## config.mk

```make
export PLATFORM = sky130hd
export DESIGN_NAME = hybrid_multiclass_scheduler_top
export DESIGN_NICKNAME = d
export VERILOG_FILES = /design/src/design/hms_pkg.sv /design/src/design/hms_table.sv /design/src/design/hybrid_multiclass_scheduler_top.sv
export VERILOG_INCLUDE_DIRS = /design/src /design/src/design
export SDC_FILE = /design/constraint.sdc
export NUM_CORES = 2
export LEC_CHECK = 0
export CAP_MARGIN = 15
export CORE_UTILIZATION = 60
export CTS_CLUSTER_DIAMETER = 40
export DETAILED_ROUTE_END_ITERATION = 8
export DONT_BUFFER_PORTS = 1
export PLACE_DENSITY = 0.76
export SYNTH_ARGS = -nofsm -noshare
export SYNTH_HDL_FRONTEND = slang
export SYNTH_SLANG_ARGS = --single-unit
```

## constraint.sdc

```tcl
create_clock -name clk -period 12.15 [get_ports clk]
set_input_delay 2.43 -clock clk [delete_from_list [all_inputs] [get_ports clk]]
set_output_delay 2.43 -clock clk [all_outputs]
set_load 0.05 [all_outputs]
```

## src/design/hybrid_multiclass_scheduler_top_defines.svh

```systemverilog
// Assertion macros for the multiclass scheduler.
// Used by the top level only; no other dependencies.
`ifndef HYBRID_MULTICLASS_SCHEDULER_TOP_DEFINES_SVH
`define HYBRID_MULTICLASS_SCHEDULER_TOP_DEFINES_SVH

// Same-cycle implication, quiet during reset.
`define HMS_ASSERT_IMPL(lbl, ante, cons, msg) \
  lbl: assert property (@(posedge clk) disable iff (!rst_n) (ante) |-> (cons)) else $error(msg);

// Next-cycle implication, quiet during reset.
`define HMS_ASSERT_NEXT(lbl, ante, cons, msg) \
  lbl: assert property (@(posedge clk) disable iff (!rst_n) (ante) |=> (cons)) else $error(msg);

`endif

```

## src/design/hms_pkg.sv

```systemverilog
// Shared types and constants for the multiclass scheduler.
// Used by hms_table and hybrid_multiclass_scheduler_top.
package hms_pkg;

  localparam int MAX_TASKS = 16;
  localparam int SLOT_W    = $clog2(MAX_TASKS);
  localparam int CNT_W     = SLOT_W + 1;
  localparam int TIME_W    = 16;
  localparam int ID_W      = 8;
  localparam int PRIO_W    = 8;
  localparam int CLS_W     = 2;
  localparam int WAIT_W    = 8;
  localparam int Q_W       = 3;

  localparam logic [CLS_W-1:0] CLS_RT    = 2'd0;
  localparam logic [CLS_W-1:0] CLS_IA    = 2'd1;
  localparam logic [CLS_W-1:0] CLS_BATCH = 2'd2;
  localparam logic [CLS_W-1:0] CLS_BAD   = 2'd3;

  localparam logic CMD_LOAD = 1'b0;
  localparam logic CMD_TICK = 1'b1;

  localparam logic REG_PCOUNT = 1'b0;
  localparam logic REG_AGING  = 1'b1;

  localparam logic [Q_W-1:0]    Q_FEW    = 3'd4;
  localparam logic [Q_W-1:0]    Q_MID    = 3'd3;
  localparam logic [Q_W-1:0]    Q_MANY   = 3'd2;
  localparam logic [CNT_W-1:0]  IA_MID   = CNT_W'(3);
  localparam logic [CNT_W-1:0]  IA_MANY  = CNT_W'(6);
  localparam logic [Q_W-1:0]    QU_SAT   = 3'd7;
  localparam logic [WAIT_W-1:0] WAIT_SAT = 8'd255;

  typedef struct packed {
    logic [ID_W-1:0]   id;
    logic [TIME_W-1:0] arr;
    logic [TIME_W-1:0] burst;
    logic [TIME_W-1:0] rem;
    logic [PRIO_W-1:0] prio;
    logic [CLS_W-1:0]  cls;
    logic [WAIT_W-1:0] cwait;
    logic [TIME_W-1:0] first;
    logic              started;
  } entry_t;

  typedef struct packed {
    logic              we;
    logic [SLOT_W-1:0] waddr;
    entry_t            wdata;
    logic              re;
    logic [SLOT_W-1:0] raddr;
  } mem_req_t;

endpackage

```

## src/design/hms_table.sv

```systemverilog
// Task table: one write port, one read port, registered read data.
// Depends on hms_pkg.
module hms_table
  import hms_pkg::*;
(
  input  logic     clk,
  input  mem_req_t req,
  output entry_t   rdata
);

  entry_t mem [MAX_TASKS];

  always_ff @(posedge clk) begin
    if (req.we) begin
      mem[req.waddr] <= req.wdata;
    end
    if (req.re) begin
      rdata <= mem[req.raddr];
    end
  end

endmodule

```

## src/design/hybrid_multiclass_scheduler_top.sv

```systemverilog
// Multiclass task scheduler with aging: sequencer around the task table.
// Depends on hms_pkg, hms_table and hybrid_multiclass_scheduler_top_defines.svh.
//
// channel  dir  handshake           payload
// in_      in   in_tvalid/in_tready  tdata: task fields, tuser: command
// out_     out  out_tvalid/out_tready tdata: tick report
// cfg_     in   cfg_valid/cfg_ready  cfg_index, cfg_data
//
// A load item writes the table, then reports. A tick makes one pass over the
// table for n active slots (one read and one write-back a cycle), then the
// decision, the round robin start and search, and a read-modify-write of the
// running task. Reset is synchronous; no table clearing. A full output
// register stalls only the final step.
`include "hybrid_multiclass_scheduler_top_defines.svh"
module hybrid_multiclass_scheduler_top
  import hms_pkg::*;
(
  input  logic        clk,
  input  logic        rst_n,
  input  logic        in_tvalid,
  output logic        in_tready,
  input  logic [55:0] in_tdata,  // slot, task_id, arrival, burst_length, priority_level, start_class
  input  logic [0:0]  in_tuser,  // command
  output logic        out_tvalid,
  input  logic        out_tready,
  output logic [95:0] out_tdata, // tick_time, running_id, dispatched, preempted, quantum_expired,
                                 // quantum_now, promoted_count, finished_id, turnaround,
                                 // waiting, response, all_done
  input  logic        cfg_valid,
  output logic        cfg_ready,
  input  logic [0:0]  cfg_index,
  input  logic [7:0]  cfg_data
);

  localparam logic [2:0] S_IDLE   = 3'd0;
  localparam logic [2:0] S_SCAN   = 3'd1;
  localparam logic [2:0] S_DECIDE = 3'd2;
  localparam logic [2:0] S_MOD    = 3'd3;
  localparam logic [2:0] S_RR     = 3'd4;
  localparam logic [2:0] S_SW     = 3'd5;
  localparam logic [2:0] S_EX     = 3'd6;
  localparam logic [2:0] S_OUT    = 3'd7;

  logic [2:0]          state_r, state_nxt;
  logic [CNT_W-1:0]    pc_r;
  logic [WAIT_W-1:0]   thr_r;
  logic [TIME_W-1:0]   time_r, time_nxt;
  logic                run_vld_r, run_vld_nxt;
  logic [SLOT_W-1:0]   run_r, run_nxt;
  logic                lrr_vld_r, lrr_vld_nxt;
  logic [SLOT_W-1:0]   lrr_r, lrr_nxt;
  logic [Q_W-1:0]      ql_r, ql_nxt, qu_r, qu_nxt;
  logic [MAX_TASKS-1:0] busy_r, busy_nxt;

  logic [CNT_W-1:0]    rd_cnt_r, rd_cnt_nxt;
  logic                pv_r, pv_nxt;
  logic [SLOT_W-1:0]   pidx_r, pidx_nxt;
  logic                rt_f_r, rt_f_nxt;
  logic [SLOT_W-1:0]   rt_r, rt_nxt;
  logic [PRIO_W-1:0]   rt_prio_r, rt_prio_nxt;
  logic                b_f_r, b_f_nxt;
  logic [SLOT_W-1:0]   b_r, b_nxt;
  logic [TIME_W-1:0]   b_rem_r, b_rem_nxt;
  logic [CNT_W-1:0]    ia_cnt_r, ia_cnt_nxt;
  logic [MAX_TASKS-1:0] mask_r, mask_nxt;
  logic [CNT_W-1:0]    prom_r, prom_nxt;
  logic [CLS_W-1:0]    run_cls_r, run_cls_nxt;
  logic                nx_vld_r, nx_vld_nxt;
  logic [SLOT_W-1:0]   nx_r, nx_nxt;
  logic [CLS_W-1:0]    nx_cls_r, nx_cls_nxt;
  logic [CNT_W-1:0]    start_r, start_nxt;
  logic [SLOT_W-1:0]   j_r, j_nxt;

  // result fields of the item in flight
  logic [ID_W-1:0]     r_run_r, r_run_nxt;
  logic                r_disp_r, r_disp_nxt, r_pre_r, r_pre_nxt, r_exp_r, r_exp_nxt;
  logic [Q_W-1:0]      r_qnow_r, r_qnow_nxt;
  logic [ID_W-1:0]     r_fin_r, r_fin_nxt;
  logic [TIME_W-1:0]   r_tat_r, r_tat_nxt, r_wt_r, r_wt_nxt, r_rt_r, r_rt_nxt;
  logic                r_tick_r, r_tick_nxt;

  logic                out_vld_r, out_vld_nxt;
  logic [95:0]         out_data_r, out_data_nxt;

  mem_req_t            req;
  entry_t              rd;
  entry_t              ld, sc, ex;

  logic [CNT_W-1:0]    n_w;
  logic [MAX_TASKS-1:0] act_mask;
  logic                all_done;
  logic                in_acc;
  logic                rdy, run_ia, differ, ia_run;
  logic [TIME_W-1:0]   tat;
  logic [CNT_W-1:0]    j_inc;

  hms_table u_table (
    .clk   (clk),
    .req   (req),
    .rdata (rd)
  );

  assign n_w       = (pc_r > CNT_W'(MAX_TASKS)) ? CNT_W'(MAX_TASKS) : pc_r;
  assign in_tready = (state_r == S_IDLE);
  assign in_acc    = in_tvalid && in_tready;
  assign cfg_ready = 1'b1;
  assign out_tvalid = out_vld_r;
  assign out_tdata  = out_data_r;

  always_comb begin
    for (int i = 0; i < MAX_TASKS; i++) begin
      act_mask[i] = (CNT_W'(i) < n_w);
    end
  end
  assign all_done = ((busy_r & act_mask) == '0);

  always_ff @(posedge clk) begin
    if (!rst_n) begin
      pc_r  <= CNT_W'(1);
      thr_r <= WAIT_W'(10);
    end else if (cfg_valid && cfg_ready) begin
      case (cfg_index[0])
        REG_PCOUNT: pc_r  <= cfg_data[CNT_W-1:0];
        REG_AGING:  thr_r <= cfg_data;
        default: ;
      endcase
    end
  end

  always_comb begin
    state_nxt   = state_r;
    time_nxt    = time_r;
    run_vld_nxt = run_vld_r;
    run_nxt     = run_r;
    lrr_vld_nxt = lrr_vld_r;
    lrr_nxt     = lrr_r;
    ql_nxt      = ql_r;
    qu_nxt      = qu_r;
    busy_nxt    = busy_r;
    rd_cnt_nxt  = rd_cnt_r;
    pv_nxt      = 1'b0;
    pidx_nxt    = pidx_r;
    rt_f_nxt    = rt_f_r;
    rt_nxt      = rt_r;
    rt_prio_nxt = rt_prio_r;
    b_f_nxt     = b_f_r;
    b_nxt       = b_r;
    b_rem_nxt   = b_rem_r;
    ia_cnt_nxt  = ia_cnt_r;
    mask_nxt    = mask_r;
    prom_nxt    = prom_r;
    run_cls_nxt = run_cls_r;
    nx_vld_nxt  = nx_vld_r;
    nx_nxt      = nx_r;
    nx_cls_nxt  = nx_cls_r;
    start_nxt   = start_r;
    j_nxt       = j_r;
    r_run_nxt   = r_run_r;
    r_disp_nxt  = r_disp_r;
    r_pre_nxt   = r_pre_r;
    r_exp_nxt   = r_exp_r;
    r_qnow_nxt  = r_qnow_r;
    r_fin_nxt   = r_fin_r;
    r_tat_nxt   = r_tat_r;
    r_wt_nxt    = r_wt_r;
    r_rt_nxt    = r_rt_r;
    r_tick_nxt  = r_tick_r;
    out_vld_nxt = out_vld_r && !out_tready;
    out_data_nxt = out_data_r;
    req         = '0;
    rdy         = 1'b0;
    run_ia      = 1'b0;
    differ      = 1'b0;
    ia_run      = 1'b0;
    tat         = '0;
    j_inc       = '0;

    ld.id      = in_tdata[11:4];
    ld.arr     = in_tdata[27:12];
    ld.burst   = in_tdata[43:28];
    ld.rem     = in_tdata[43:28];
    ld.prio    = in_tdata[51:44];
    ld.cls     = (in_tdata[53:52] == CLS_BAD) ? CLS_BATCH : in_tdata[53:52];
    ld.cwait   = '0;
    ld.first   = '0;
    ld.started = 1'b0;
    sc = rd;
    ex = rd;

    case (state_r)
      S_IDLE: begin
        if (in_acc) begin
          r_run_nxt  = '0;
          r_disp_nxt = 1'b0;
          r_pre_nxt  = 1'b0;
          r_exp_nxt  = 1'b0;
          r_qnow_nxt = '0;
          r_fin_nxt  = '0;
          r_tat_nxt  = '0;
          r_wt_nxt   = '0;
          r_rt_nxt   = '0;
          prom_nxt   = '0;
          if (in_tuser[0] == CMD_LOAD) begin
            r_tick_nxt = 1'b0;
            req.we    = 1'b1;
            req.waddr = in_tdata[3:0];
            req.wdata = ld;
            busy_nxt[in_tdata[3:0]] = (ld.burst != '0);
            if (run_vld_r && run_r == in_tdata[3:0]) begin
              run_vld_nxt = 1'b0;
            end
            state_nxt = S_OUT;
          end else begin
            r_tick_nxt = 1'b1;
            if (run_vld_r && ((CNT_W'(run_r) >= n_w) || !busy_r[run_r])) begin
              run_vld_nxt = 1'b0;
            end
            rd_cnt_nxt = '0;
            rt_f_nxt   = 1'b0;
            b_f_nxt    = 1'b0;
            ia_cnt_nxt = '0;
            mask_nxt   = '0;
            run_cls_nxt = CLS_BATCH;
            state_nxt  = S_SCAN;
          end
        end
      end
      S_SCAN: begin
        if (rd_cnt_r < n_w) begin
          req.re     = 1'b1;
          req.raddr  = rd_cnt_r[SLOT_W-1:0];
          rd_cnt_nxt = rd_cnt_r + 1'b1;
          pv_nxt     = 1'b1;
          pidx_nxt   = rd_cnt_r[SLOT_W-1:0];
        end
        if (pv_r) begin
          rdy = (rd.arr <= time_r) && (rd.rem != '0);
          if (run_vld_r && pidx_r == run_r) begin
            run_cls_nxt = rd.cls;
          end
          // age waiting tasks; the running one is left alone
          if (rdy && !(run_vld_r && pidx_r == run_r)) begin
            if (sc.cwait != WAIT_SAT) begin
              sc.cwait = sc.cwait + 1'b1;
            end
            if (sc.cwait >= thr_r && sc.cls != CLS_RT) begin
              sc.cls   = sc.cls - 1'b1;
              sc.cwait = '0;
              prom_nxt = prom_r + 1'b1;
            end
          end
          req.we    = 1'b1;
          req.waddr = pidx_r;
          req.wdata = sc;
          if (rdy) begin
            case (sc.cls)
              CLS_RT: begin
                if (!rt_f_r || sc.prio < rt_prio_r) begin
                  rt_f_nxt    = 1'b1;
                  rt_nxt      = pidx_r;
                  rt_prio_nxt = sc.prio;
                end
              end
              CLS_IA: begin
                ia_cnt_nxt       = ia_cnt_r + 1'b1;
                mask_nxt[pidx_r] = 1'b1;
              end
              CLS_BATCH: begin
                if (!b_f_r || sc.rem < b_rem_r) begin
                  b_f_nxt   = 1'b1;
                  b_nxt     = pidx_r;
                  b_rem_nxt = sc.rem;
                end
              end
              default: ;
            endcase
          end
        end else if (rd_cnt_r >= n_w) begin
          state_nxt = S_DECIDE;
        end
      end
      S_DECIDE: begin
        run_ia = run_vld_r && (run_cls_r == CLS_IA);
        if (rt_f_r) begin
          nx_vld_nxt = 1'b1;
          nx_nxt     = rt_r;
          nx_cls_nxt = CLS_RT;
          state_nxt  = S_SW;
        end else if (run_ia && qu_r < ql_r) begin
          nx_vld_nxt = 1'b1;
          nx_nxt     = run_r;
          nx_cls_nxt = CLS_IA;
          state_nxt  = S_SW;
        end else begin
          r_exp_nxt = run_ia;
          if (ia_cnt_r != '0) begin
            ql_nxt = (ia_cnt_r >= IA_MANY) ? Q_MANY : ((ia_cnt_r >= IA_MID) ? Q_MID : Q_FEW);
            qu_nxt = '0;
            start_nxt = lrr_vld_r ? (CNT_W'(lrr_r) + 1'b1) : '0;
            state_nxt = S_MOD;
          end else begin
            nx_vld_nxt = b_f_r;
            nx_nxt     = b_r;
            nx_cls_nxt = CLS_BATCH;
            state_nxt  = S_SW;
          end
        end
      end
      S_MOD: begin
        // reduce the round robin start below the slot count
        if (start_r >= n_w) begin
          start_nxt = start_r - n_w;
        end else begin
          j_nxt     = start_r[SLOT_W-1:0];
          state_nxt = S_RR;
        end
      end
      S_RR: begin
        j_inc = CNT_W'(j_r) + 1'b1;
        if (mask_r[j_r]) begin
          nx_vld_nxt  = 1'b1;
          nx_nxt      = j_r;
          nx_cls_nxt  = CLS_IA;
          lrr_vld_nxt = 1'b1;
          lrr_nxt     = j_r;
          state_nxt   = S_SW;
        end else begin
          j_nxt = (j_inc >= n_w) ? '0 : j_inc[SLOT_W-1:0];
        end
      end
      S_SW: begin
        differ = (nx_vld_r != run_vld_r) || (nx_vld_r && nx_r != run_r);
        ia_run = (run_cls_r == CLS_IA);
        if (differ) begin
          r_pre_nxt  = run_vld_r && (!ia_run || nx_vld_r) && (!ia_run || qu_r < ql_r);
          r_disp_nxt = nx_vld_r;
          if (nx_vld_r && nx_cls_r != CLS_IA) begin
            qu_nxt = '0;
          end
          run_vld_nxt = nx_vld_r;
          run_nxt     = nx_r;
        end
        if (nx_vld_r) begin
          req.re    = 1'b1;
          req.raddr = nx_r;
          state_nxt = S_EX;
        end else begin
          state_nxt = S_OUT;
        end
      end
      S_EX: begin
        tat = (time_r + 1'b1) - rd.arr;
        if (r_disp_r && !rd.started) begin
          ex.first   = time_r;
          ex.started = 1'b1;
        end
        ex.rem   = rd.rem - 1'b1;
        ex.cwait = '0;
        req.we    = 1'b1;
        req.waddr = run_r;
        req.wdata = ex;
        r_run_nxt  = rd.id;
        r_qnow_nxt = (rd.cls == CLS_IA) ? ql_r : '0;
        if (qu_r != QU_SAT) begin
          qu_nxt = qu_r + 1'b1;
        end
        if (ex.rem == '0) begin
          r_fin_nxt   = rd.id;
          r_tat_nxt   = tat;
          r_wt_nxt    = (tat >= rd.burst) ? (tat - rd.burst) : '0;
          r_rt_nxt    = ex.first - rd.arr;
          busy_nxt[run_r] = 1'b0;
          run_vld_nxt = 1'b0;
        end
        state_nxt = S_OUT;
      end
      S_OUT: begin
        if (!out_vld_r || out_tready) begin
          out_vld_nxt  = 1'b1;
          out_data_nxt = {4'd0, all_done, r_rt_r, r_wt_r, r_tat_r, r_fin_r, prom_r,
                          r_qnow_r, r_exp_r, r_pre_r, r_disp_r, r_run_r,
                          r_tick_r ? time_r : TIME_W'(0)};
          if (r_tick_r) begin
            time_nxt = time_r + 1'b1;
          end
          state_nxt = S_IDLE;
        end
      end
      default: state_nxt = S_IDLE;
    endcase
  end

  always_ff @(posedge clk) begin
    if (!rst_n) begin
      state_r   <= S_IDLE;
      time_r    <= '0;
      run_vld_r <= 1'b0;
      lrr_vld_r <= 1'b0;
      ql_r      <= '0;
      qu_r      <= '0;
      busy_r    <= '0;
      pv_r      <= 1'b0;
      out_vld_r <= 1'b0;
    end else begin
      state_r   <= state_nxt;
      time_r    <= time_nxt;
      run_vld_r <= run_vld_nxt;
      lrr_vld_r <= lrr_vld_nxt;
      ql_r      <= ql_nxt;
      qu_r      <= qu_nxt;
      busy_r    <= busy_nxt;
      pv_r      <= pv_nxt;
      out_vld_r <= out_vld_nxt;
    end
  end

  always_ff @(posedge clk) begin
    run_r      <= run_nxt;
    lrr_r      <= lrr_nxt;
    rd_cnt_r   <= rd_cnt_nxt;
    pidx_r     <= pidx_nxt;
    rt_f_r     <= rt_f_nxt;
    rt_r       <= rt_nxt;
    rt_prio_r  <= rt_prio_nxt;
    b_f_r      <= b_f_nxt;
    b_r        <= b_nxt;
    b_rem_r    <= b_rem_nxt;
    ia_cnt_r   <= ia_cnt_nxt;
    mask_r     <= mask_nxt;
    prom_r     <= prom_nxt;
    run_cls_r  <= run_cls_nxt;
    nx_vld_r   <= nx_vld_nxt;
    nx_r       <= nx_nxt;
    nx_cls_r   <= nx_cls_nxt;
    start_r    <= start_nxt;
    j_r        <= j_nxt;
    r_run_r    <= r_run_nxt;
    r_disp_r   <= r_disp_nxt;
    r_pre_r    <= r_pre_nxt;
    r_exp_r    <= r_exp_nxt;
    r_qnow_r   <= r_qnow_nxt;
    r_fin_r    <= r_fin_nxt;
    r_tat_r    <= r_tat_nxt;
    r_wt_r     <= r_wt_nxt;
    r_rt_r     <= r_rt_nxt;
    r_tick_r   <= r_tick_nxt;
    out_data_r <= out_data_nxt;
  end

  `HMS_ASSERT_NEXT(a_one_item, in_tvalid && in_tready, !in_tready, "second item taken mid-work")
  `HMS_ASSERT_IMPL(a_run_busy, state_r == S_IDLE && run_vld_r, busy_r[run_r], "running slot idle")
  `HMS_ASSERT_IMPL(a_out_src, $rose(out_tvalid), $past(state_r == S_OUT), "stray result")
  `HMS_ASSERT_IMPL(a_rr_hit, state_r == S_RR, mask_r != '0, "round robin search with no candidate")

endmodule

```

After elaboration in Yosys (flattened, before gate mapping)
Memories as Yosys holds them, arrays and structs flattened. A register that Yosys moved wholly into a read port is not among the register bits.
Index checks and enable logic that the tools add are counted.

storage, ports and cells
  bits in registers = 316
  bits in writable memories = 1456
  input bits = 71
  output and inout bits = 99
  logic and storage cells = 381
  memories = 1

operators by class
  $add $sub $neg = 14
  order comparisons = 37
  eq/ne operators = 50
  muxes and demuxes = 151
  bitwise gates (word level) = 7
  reduce and logical (&&, ||, !) cells = 79

memory list
  memory       depth  bits a word  rd ports  clocked after memory_dff  write ports  line             source
  u_table.mem  16     91           1         1                         1            hms_table.sv:11  entry_t mem [MAX_TASKS];

operators by type and width
  cell                  count
  $mux W96              3
  $pmux W96 S3          1
  $mux W16              13
  $pmux W16 S2          5
  $mux W5               18
  $mux W3               20
  $pmux W5 S2           5
  $mux W8               6
  $sub A16 B16 Y16      3
  $ne A2 B2 Y1 const B  23
  $lt A4 B5 Y1 const A  8
  $mux W10              4
  $mux W1               36
  $mux W17              2
  $and A16 B16 Y16      2
  $logic_not A16 Y1     2
  $pmux W8 S2           2
  $reduce_bool A16 Y1   2
  $mux W4               7
  $reduce_and A5 Y1     5
  $pmux W3 S8           1
  $reduce_and A7 Y1     3
  $lt A3 B5 Y1 const A  4
  $lt A4 B5 Y1 const B  4
  other kinds (62)      159

Longest topological paths before layout
  word-level depth = 18
  gate-level depth with buffers = 20
  mapped depth without buffers = 19

By module
A second synthesis with hierarchy kept.

unflattened totals
  cells, all modules = 4163
  area total of the unflattened synthesis = 75950.3 µm²

modules (own cells, without submodules)
  module                           times used  cells an instance  area each (µm²)  sequential area each (µm²)
  hms_table                        1           2332               57186.1          46454.6
  hybrid_multiclass_scheduler_top  1           1831               18764.2          8908.5

Least setup slack after synthesis
OpenSTA, ideal clock, no wires.

  path type = input to register
  from = in in_tvalid
  to = mem u_table.mem[0][0] in the netlist's numbering (enable)
  setup time = 0.652 ns
  data arrival time = 9.630 ns
  setup slack = 1.868 ns
  stages on the path = 7
  cell sequence = nand2_1 nor2_1 clkbuf_1 nor2_1 nor2_1 nand2_1 nor3_1

between the ends
  longest elaborated chain between the ends = 5

ends and longest elaborated chain
  item                           line                                    source
  start, declared                hybrid_multiclass_scheduler_top.sv:20   input logic in_tvalid,
  $logic_and A1 B1 Y1 *          hybrid_multiclass_scheduler_top.sv:105  assign in_acc = in_tvalid && in_tready;
  $mux W96 *                     hybrid_multiclass_scheduler_top.sv:192  if (in_acc) begin
  $pmux W96 S3 *                 hybrid_multiclass_scheduler_top.sv:190  case (state_r)
  $mux W1                        hms_table.sv:14                         if (req.we) begin
  $mux W1 (implied by the code)  hms_table.sv:15                         mem[req.waddr] <= req.wdata;
  end, declared                  hms_table.sv:11

Every way passes the cells marked *; elsewhere a longest branch is shown, timed or not.

Final worst setup path
  from = reg state_r[0]
  to = mem u_table.mem[15][89] in the netlist's numbering (enable)

between the ends
  longest elaborated chain between the ends = 6

ends and longest elaborated chain
  item                           line                                    source
  start, declared                hybrid_multiclass_scheduler_top.sv:44   logic [2:0] state_r, state_nxt;
  start signal, assigned         hybrid_multiclass_scheduler_top.sv:405  state_r <= state_nxt;
  $logic_not A3 Y1 *             hybrid_multiclass_scheduler_top.sv:104  assign in_tready = (state_r == S_IDLE);
  net in_tready                  hybrid_multiclass_scheduler_top.sv:21   output logic in_tready,
  $logic_and A1 B1 Y1            hybrid_multiclass_scheduler_top.sv:105
  $mux W96                       hybrid_multiclass_scheduler_top.sv:192
  $pmux W96 S3 *                 hybrid_multiclass_scheduler_top.sv:190
  $mux W1                        hms_table.sv:14
  $mux W1 (implied by the code)  hms_table.sv:15

Mark *: on every way through the listed nets, which the timed path passes. The rest lies on a longest branch.

==> insert_results.sql <==
INSERT INTO impl_metrics (metric_group, metric, value, unit) VALUES
('outcome', 'status', 'completed', ''),
('detailed_routing', 'route.detailed.vias_per_inst', '6.84', ''),
('finish', 'sequential_cell_area', '55400', 'sq um'),
('sta', 'final_max_slew_viol_count', '0', ''),
('power', 'power_frac_clock', '34.6', '%'),
('sta', 'layout_worst_path_cycle_share', '51.4', '%'),
('worst_setup_path', 'timing.setup.critical_path_class', 'flip-flop to flip-flop', ''),
('place', 'routabilityCongestion', '0.883', ''),
('clock_network', 'cts.repair_timing.setup_buffer_count', '0', ''),
('finish', 'final_core_util', '67.7', '%'),
('synth', 'postSynth.topFlopCell', 'edfxtp_1', ''),
('clock_network', 'ctsResizeCount', '0', ''),
('detailed_routing', 'dr.first_iter.drc_count', '5799', ''),
('worst_setup_path', 'worstPathRequired', '12.59', 'ns'),
('worst_setup_path', 'path_max_fanout', '46', ''),
('sta', 'worst_slew_pin_slew', '1.24', 'ns'),
('die', 'core.rowCount', '129', ''),
('die', 'dieHeight', '357', 'microns'),
('global_routing', 'grt_overflow_total', '0', ''),
('synth', 'synth_edf_count', '1805', ''),
('global_routing', 'grt_use_total', '29.2', '%'),
('worst_setup_path', 'arrival_time_at_the_worst_endpoint', '6.69', 'ns'),
('power', 'power.share.switching', '28.0', '%'),
('detailed_routing', 'detailroute.via_count', '40852', ''),
('synth', 'async_reset_ff_share', '0', '%'),
('detailed_routing', 'wirelength', '186000', 'microns'),
('finish', 'multiInputGateArea', '19200', 'sq um'),
('place', 'pre_cts_ws', '5.24', 'ns'),
('worst_setup_path', 'critical_path_buf_inv_count', '2', ''),
('place', 'placement.io_buffers', '0', ''),
('clock_network', 'cts-root-to-sink-buffers', '3', ''),
('synth', 'synth_cell_types', '79', ''),
('finish', 'fillerInstances', '7676', ''),
('die', 'num_io_pins', '170', ''),
('place', 'detailed_place_hpwl', '99900', 'microns'),
('sta', 'finalWorstSetupSlack', '5.90', 'ns'),
('detailed_routing', 'antenna_violating_nets_post_route', '0', ''),
('die', 'effective_utilization_at_floorplan', '60.8', '%'),
('die', 'core_area', '124000', 'sq um'),
('detailed_routing', 'firstDrtPassIters', '6', ''),
('sta', 'fmax', '160', 'MHz'),
('sta', 'relSlewSlack', '17.3', '%'),
('power', 'total_switching_power', '4.87', 'mW'),
('synth', 'yosysSeqAreaShare', '73.1', '%'),
('worst_hold_path', 'hold_class', 'flip-flop to flip-flop', ''),
('sta', 'worst_slack_on_hold_paths', '0.407', 'ns'),
('power', 'p_seq_share', '46.9', '%'),
('sta', 'period_minus_slack', '6.25', 'ns'),
('sta', 'grt_setup_unrepaired', 'no', ''),
('synth', 'syn_inst', '4094', ''),
('sta', 'timing.setup.tns', '0', 'ns'),
('sta', 'finClkSkew', '0.0300', 'ns'),
('clock_network', 'clock_tree.htree_level_count', '4', ''),
('clock_network', 'cts_root_buf', 'clkbuf_16', ''),
('power', 'power.leakage', '28.8', 'nW'),
('power', 'cellInternalPower', '12.5', 'mW'),
('worst_setup_path', 'cpMaxStageDelayCell', 'nor3_2', ''),
('finish', 'share_of_cells_above_drive_strength_1', '18.7', '%'),
('finish', 'flow.area_growth_from_synthesis', '11.3', '%'),
('clock_network', 'post_cts_hold_buffer_count', '0', ''),
('global_routing', 'grt_max_degree', '140', ''),
('finish', 'final_nets', '4370', ''),
('detailed_routing', 'detail_route.drc_violations', '0', ''),
('synth', 'post_synth_instance_area', '75700', 'sq um'),
('clock_network', 'worst_setup_hold_path_clk_slew', '0.06', 'ns'),
('worst_setup_path', 'startpoint_type', 'flip-flop', ''),
('power', 'power.total', '17.4', 'mW'),
('global_routing', 'grt_pass1_vias', '40245', ''),
('sta', 'hold_violations', '0', ''),
('clock_network', 'cts_buffers', '201', ''),
('global_routing', 'antenna_found_initial', '15', '');
==> synth_stat cells, types with 4 or more instances <==
| library cell | number | share of area (%) |
|---|---|---|
| a21boi_0 | 4 | 0.040 |
| buf_4 | 16 | 0.16 |
| mux4_2 | 374 | 11 |
| a22oi_1 | 8 | 0.079 |
| a21o_1 | 21 | 0.21 |
| nand3_1 | 51 | 0.34 |
| mux2i_1 | 17 | 0.22 |
| edfxtp_1 | 1805 | 72 |
| o21ai_0 | 111 | 0.73 |
| a21oi_1 | 118 | 0.78 |
| or2_2 | 15 | 0.12 |
| inv_1 | 119 | 0.59 |
| nor2_1 | 189 | 0.94 |
| nand4_1 | 13 | 0.11 |
| o211ai_1 | 15 | 0.15 |
| buf_2 | 57 | 0.38 |
| ha_1 | 130 | 2.1 |
| o21bai_1 | 6 | 0.059 |
| a221o_1 | 100 | 1.3 |
| nor4_1 | 12 | 0.099 |
| or3_1 | 16 | 0.13 |
| a31oi_1 | 33 | 0.27 |
| fa_1 | 4 | 0.11 |
| buf_1 | 22 | 0.11 |
| and4_1 | 4 | 0.046 |
| o21a_1 | 16 | 0.16 |
| dfxtp_1 | 58 | 1.5 |
| nor3_1 | 33 | 0.22 |
| xnor2_1 | 66 | 0.76 |
| nand3b_1 | 5 | 0.050 |
| o22ai_1 | 7 | 0.058 |
| a22o_1 | 149 | 1.7 |
| nor3b_1 | 5 | 0.050 |
| clkbuf_1 | 112 | 0.56 |
| nor2b_1 | 22 | 0.18 |
| and2_1 | 38 | 0.31 |
| o31a_1 | 7 | 0.081 |
| xor2_1 | 24 | 0.28 |
| nand2_1 | 155 | 0.77 |
| a211oi_1 | 14 | 0.14 |
| and3_1 | 33 | 0.27 |
| nand2b_1 | 27 | 0.22 |
==> layout make-up <==
cell class,count,area share (%)
multi-input cells,1904,22.8
flip-flops and latches,1863,65.7
well taps,1637,2.43
diodes,4,0.0119
repair buffers,74,0.763
clock inverters,142,1.64
clock buffers,230,6.15
inverters,121,0.539
==> layout by cell type, fill, tap and decap left out, types with 111 or more instances in the layout <==
cell type / instances
edfxtp_1: 1805
mux4_2: 374
a21oi_1: 118
nand2_1: 152
ha_1: 130
a22o_1: 149
nor2_1: 173
inv_1: 119
clkbuf_16: 203
o21ai_0: 111
==> power by group through the flow <==
stage	logic (mW)	clock network (mW)	registers [mW]
5_1_grt	3.46	6.31	8.17
3_5_place_dp	3.16	0	8.26
2_1_floorplan	2.33	0	8.13
3_3_place_gp	3.09	0	8.24
4_1_cts	3.21	6.06	8.13
6_report	3.22	6.01	8.14
==> cells by family (layout without fill, tap and decap cells) <==
family          Yosys count  in the layout  share of synthesized area [%]
other cells               2              9                        0.00992
flops                  1863           1863                           73.1
simple gates            625            625                           3.94
mux                     392            392                           11.4
xor+xnor                 90             90                           1.04
buf+inv                 330            567                           1.83
fa+ha+maj               134            134                           2.25
compound gates          658            658                           6.44
==> state kept, by name, indices dropped and copies added (netlist names), 16 cells and up <==
name           cells
r_rt_r            16
out_tdata         92
busy_r            16
r_wt_r            16
r_tat_r           16
time_r            16
mask_r            16
b_rem_r           16
u_table.rdata     91
u_table.mem     1456
==> path summary, 6_finish.rpt <==
kind	endpoint	cells past startpoint	slack, ns	start
setup / recovery	u_table.mem[15][89]$_DFFE_PP_	8	5.90	state_r[0]$_SDFFE_PN0P_
hold / removal	out_tdata[36]$_DFFE_PP_	0	0.41	r_fin_r[1]$_DFFE_PP_
setup reg to reg	u_table.mem[15][89]$_DFFE_PP_	8	5.90	state_r[0]$_SDFFE_PN0P_
hold reg to reg	out_tdata[36]$_DFFE_PP_	0	0.41	r_fin_r[1]$_DFFE_PP_
==> stage by stage <==
stage / instance area (sq um) / cells
6_report: 84300 / 5975
5_1_grt: 84300 / 5975
4_1_cts: 84300 / 5969
3_5_place_dp: 77700 / 5597
3_3_place_gp: 77700 / 5597
2_1_floorplan: 75700 / 4097
==> per-layer routing <==
layer  GRT usage [%]  up-vias  wire length [microns]
met1            40.8    21084                  70600
met5               0        -                     74
met2            45.8     2532                  88700
li1                -    16863                      -
met4            9.61       12                   5350
met3            7.17      361                  20700
Note: power is estimated with default switching activity, not from simulation.
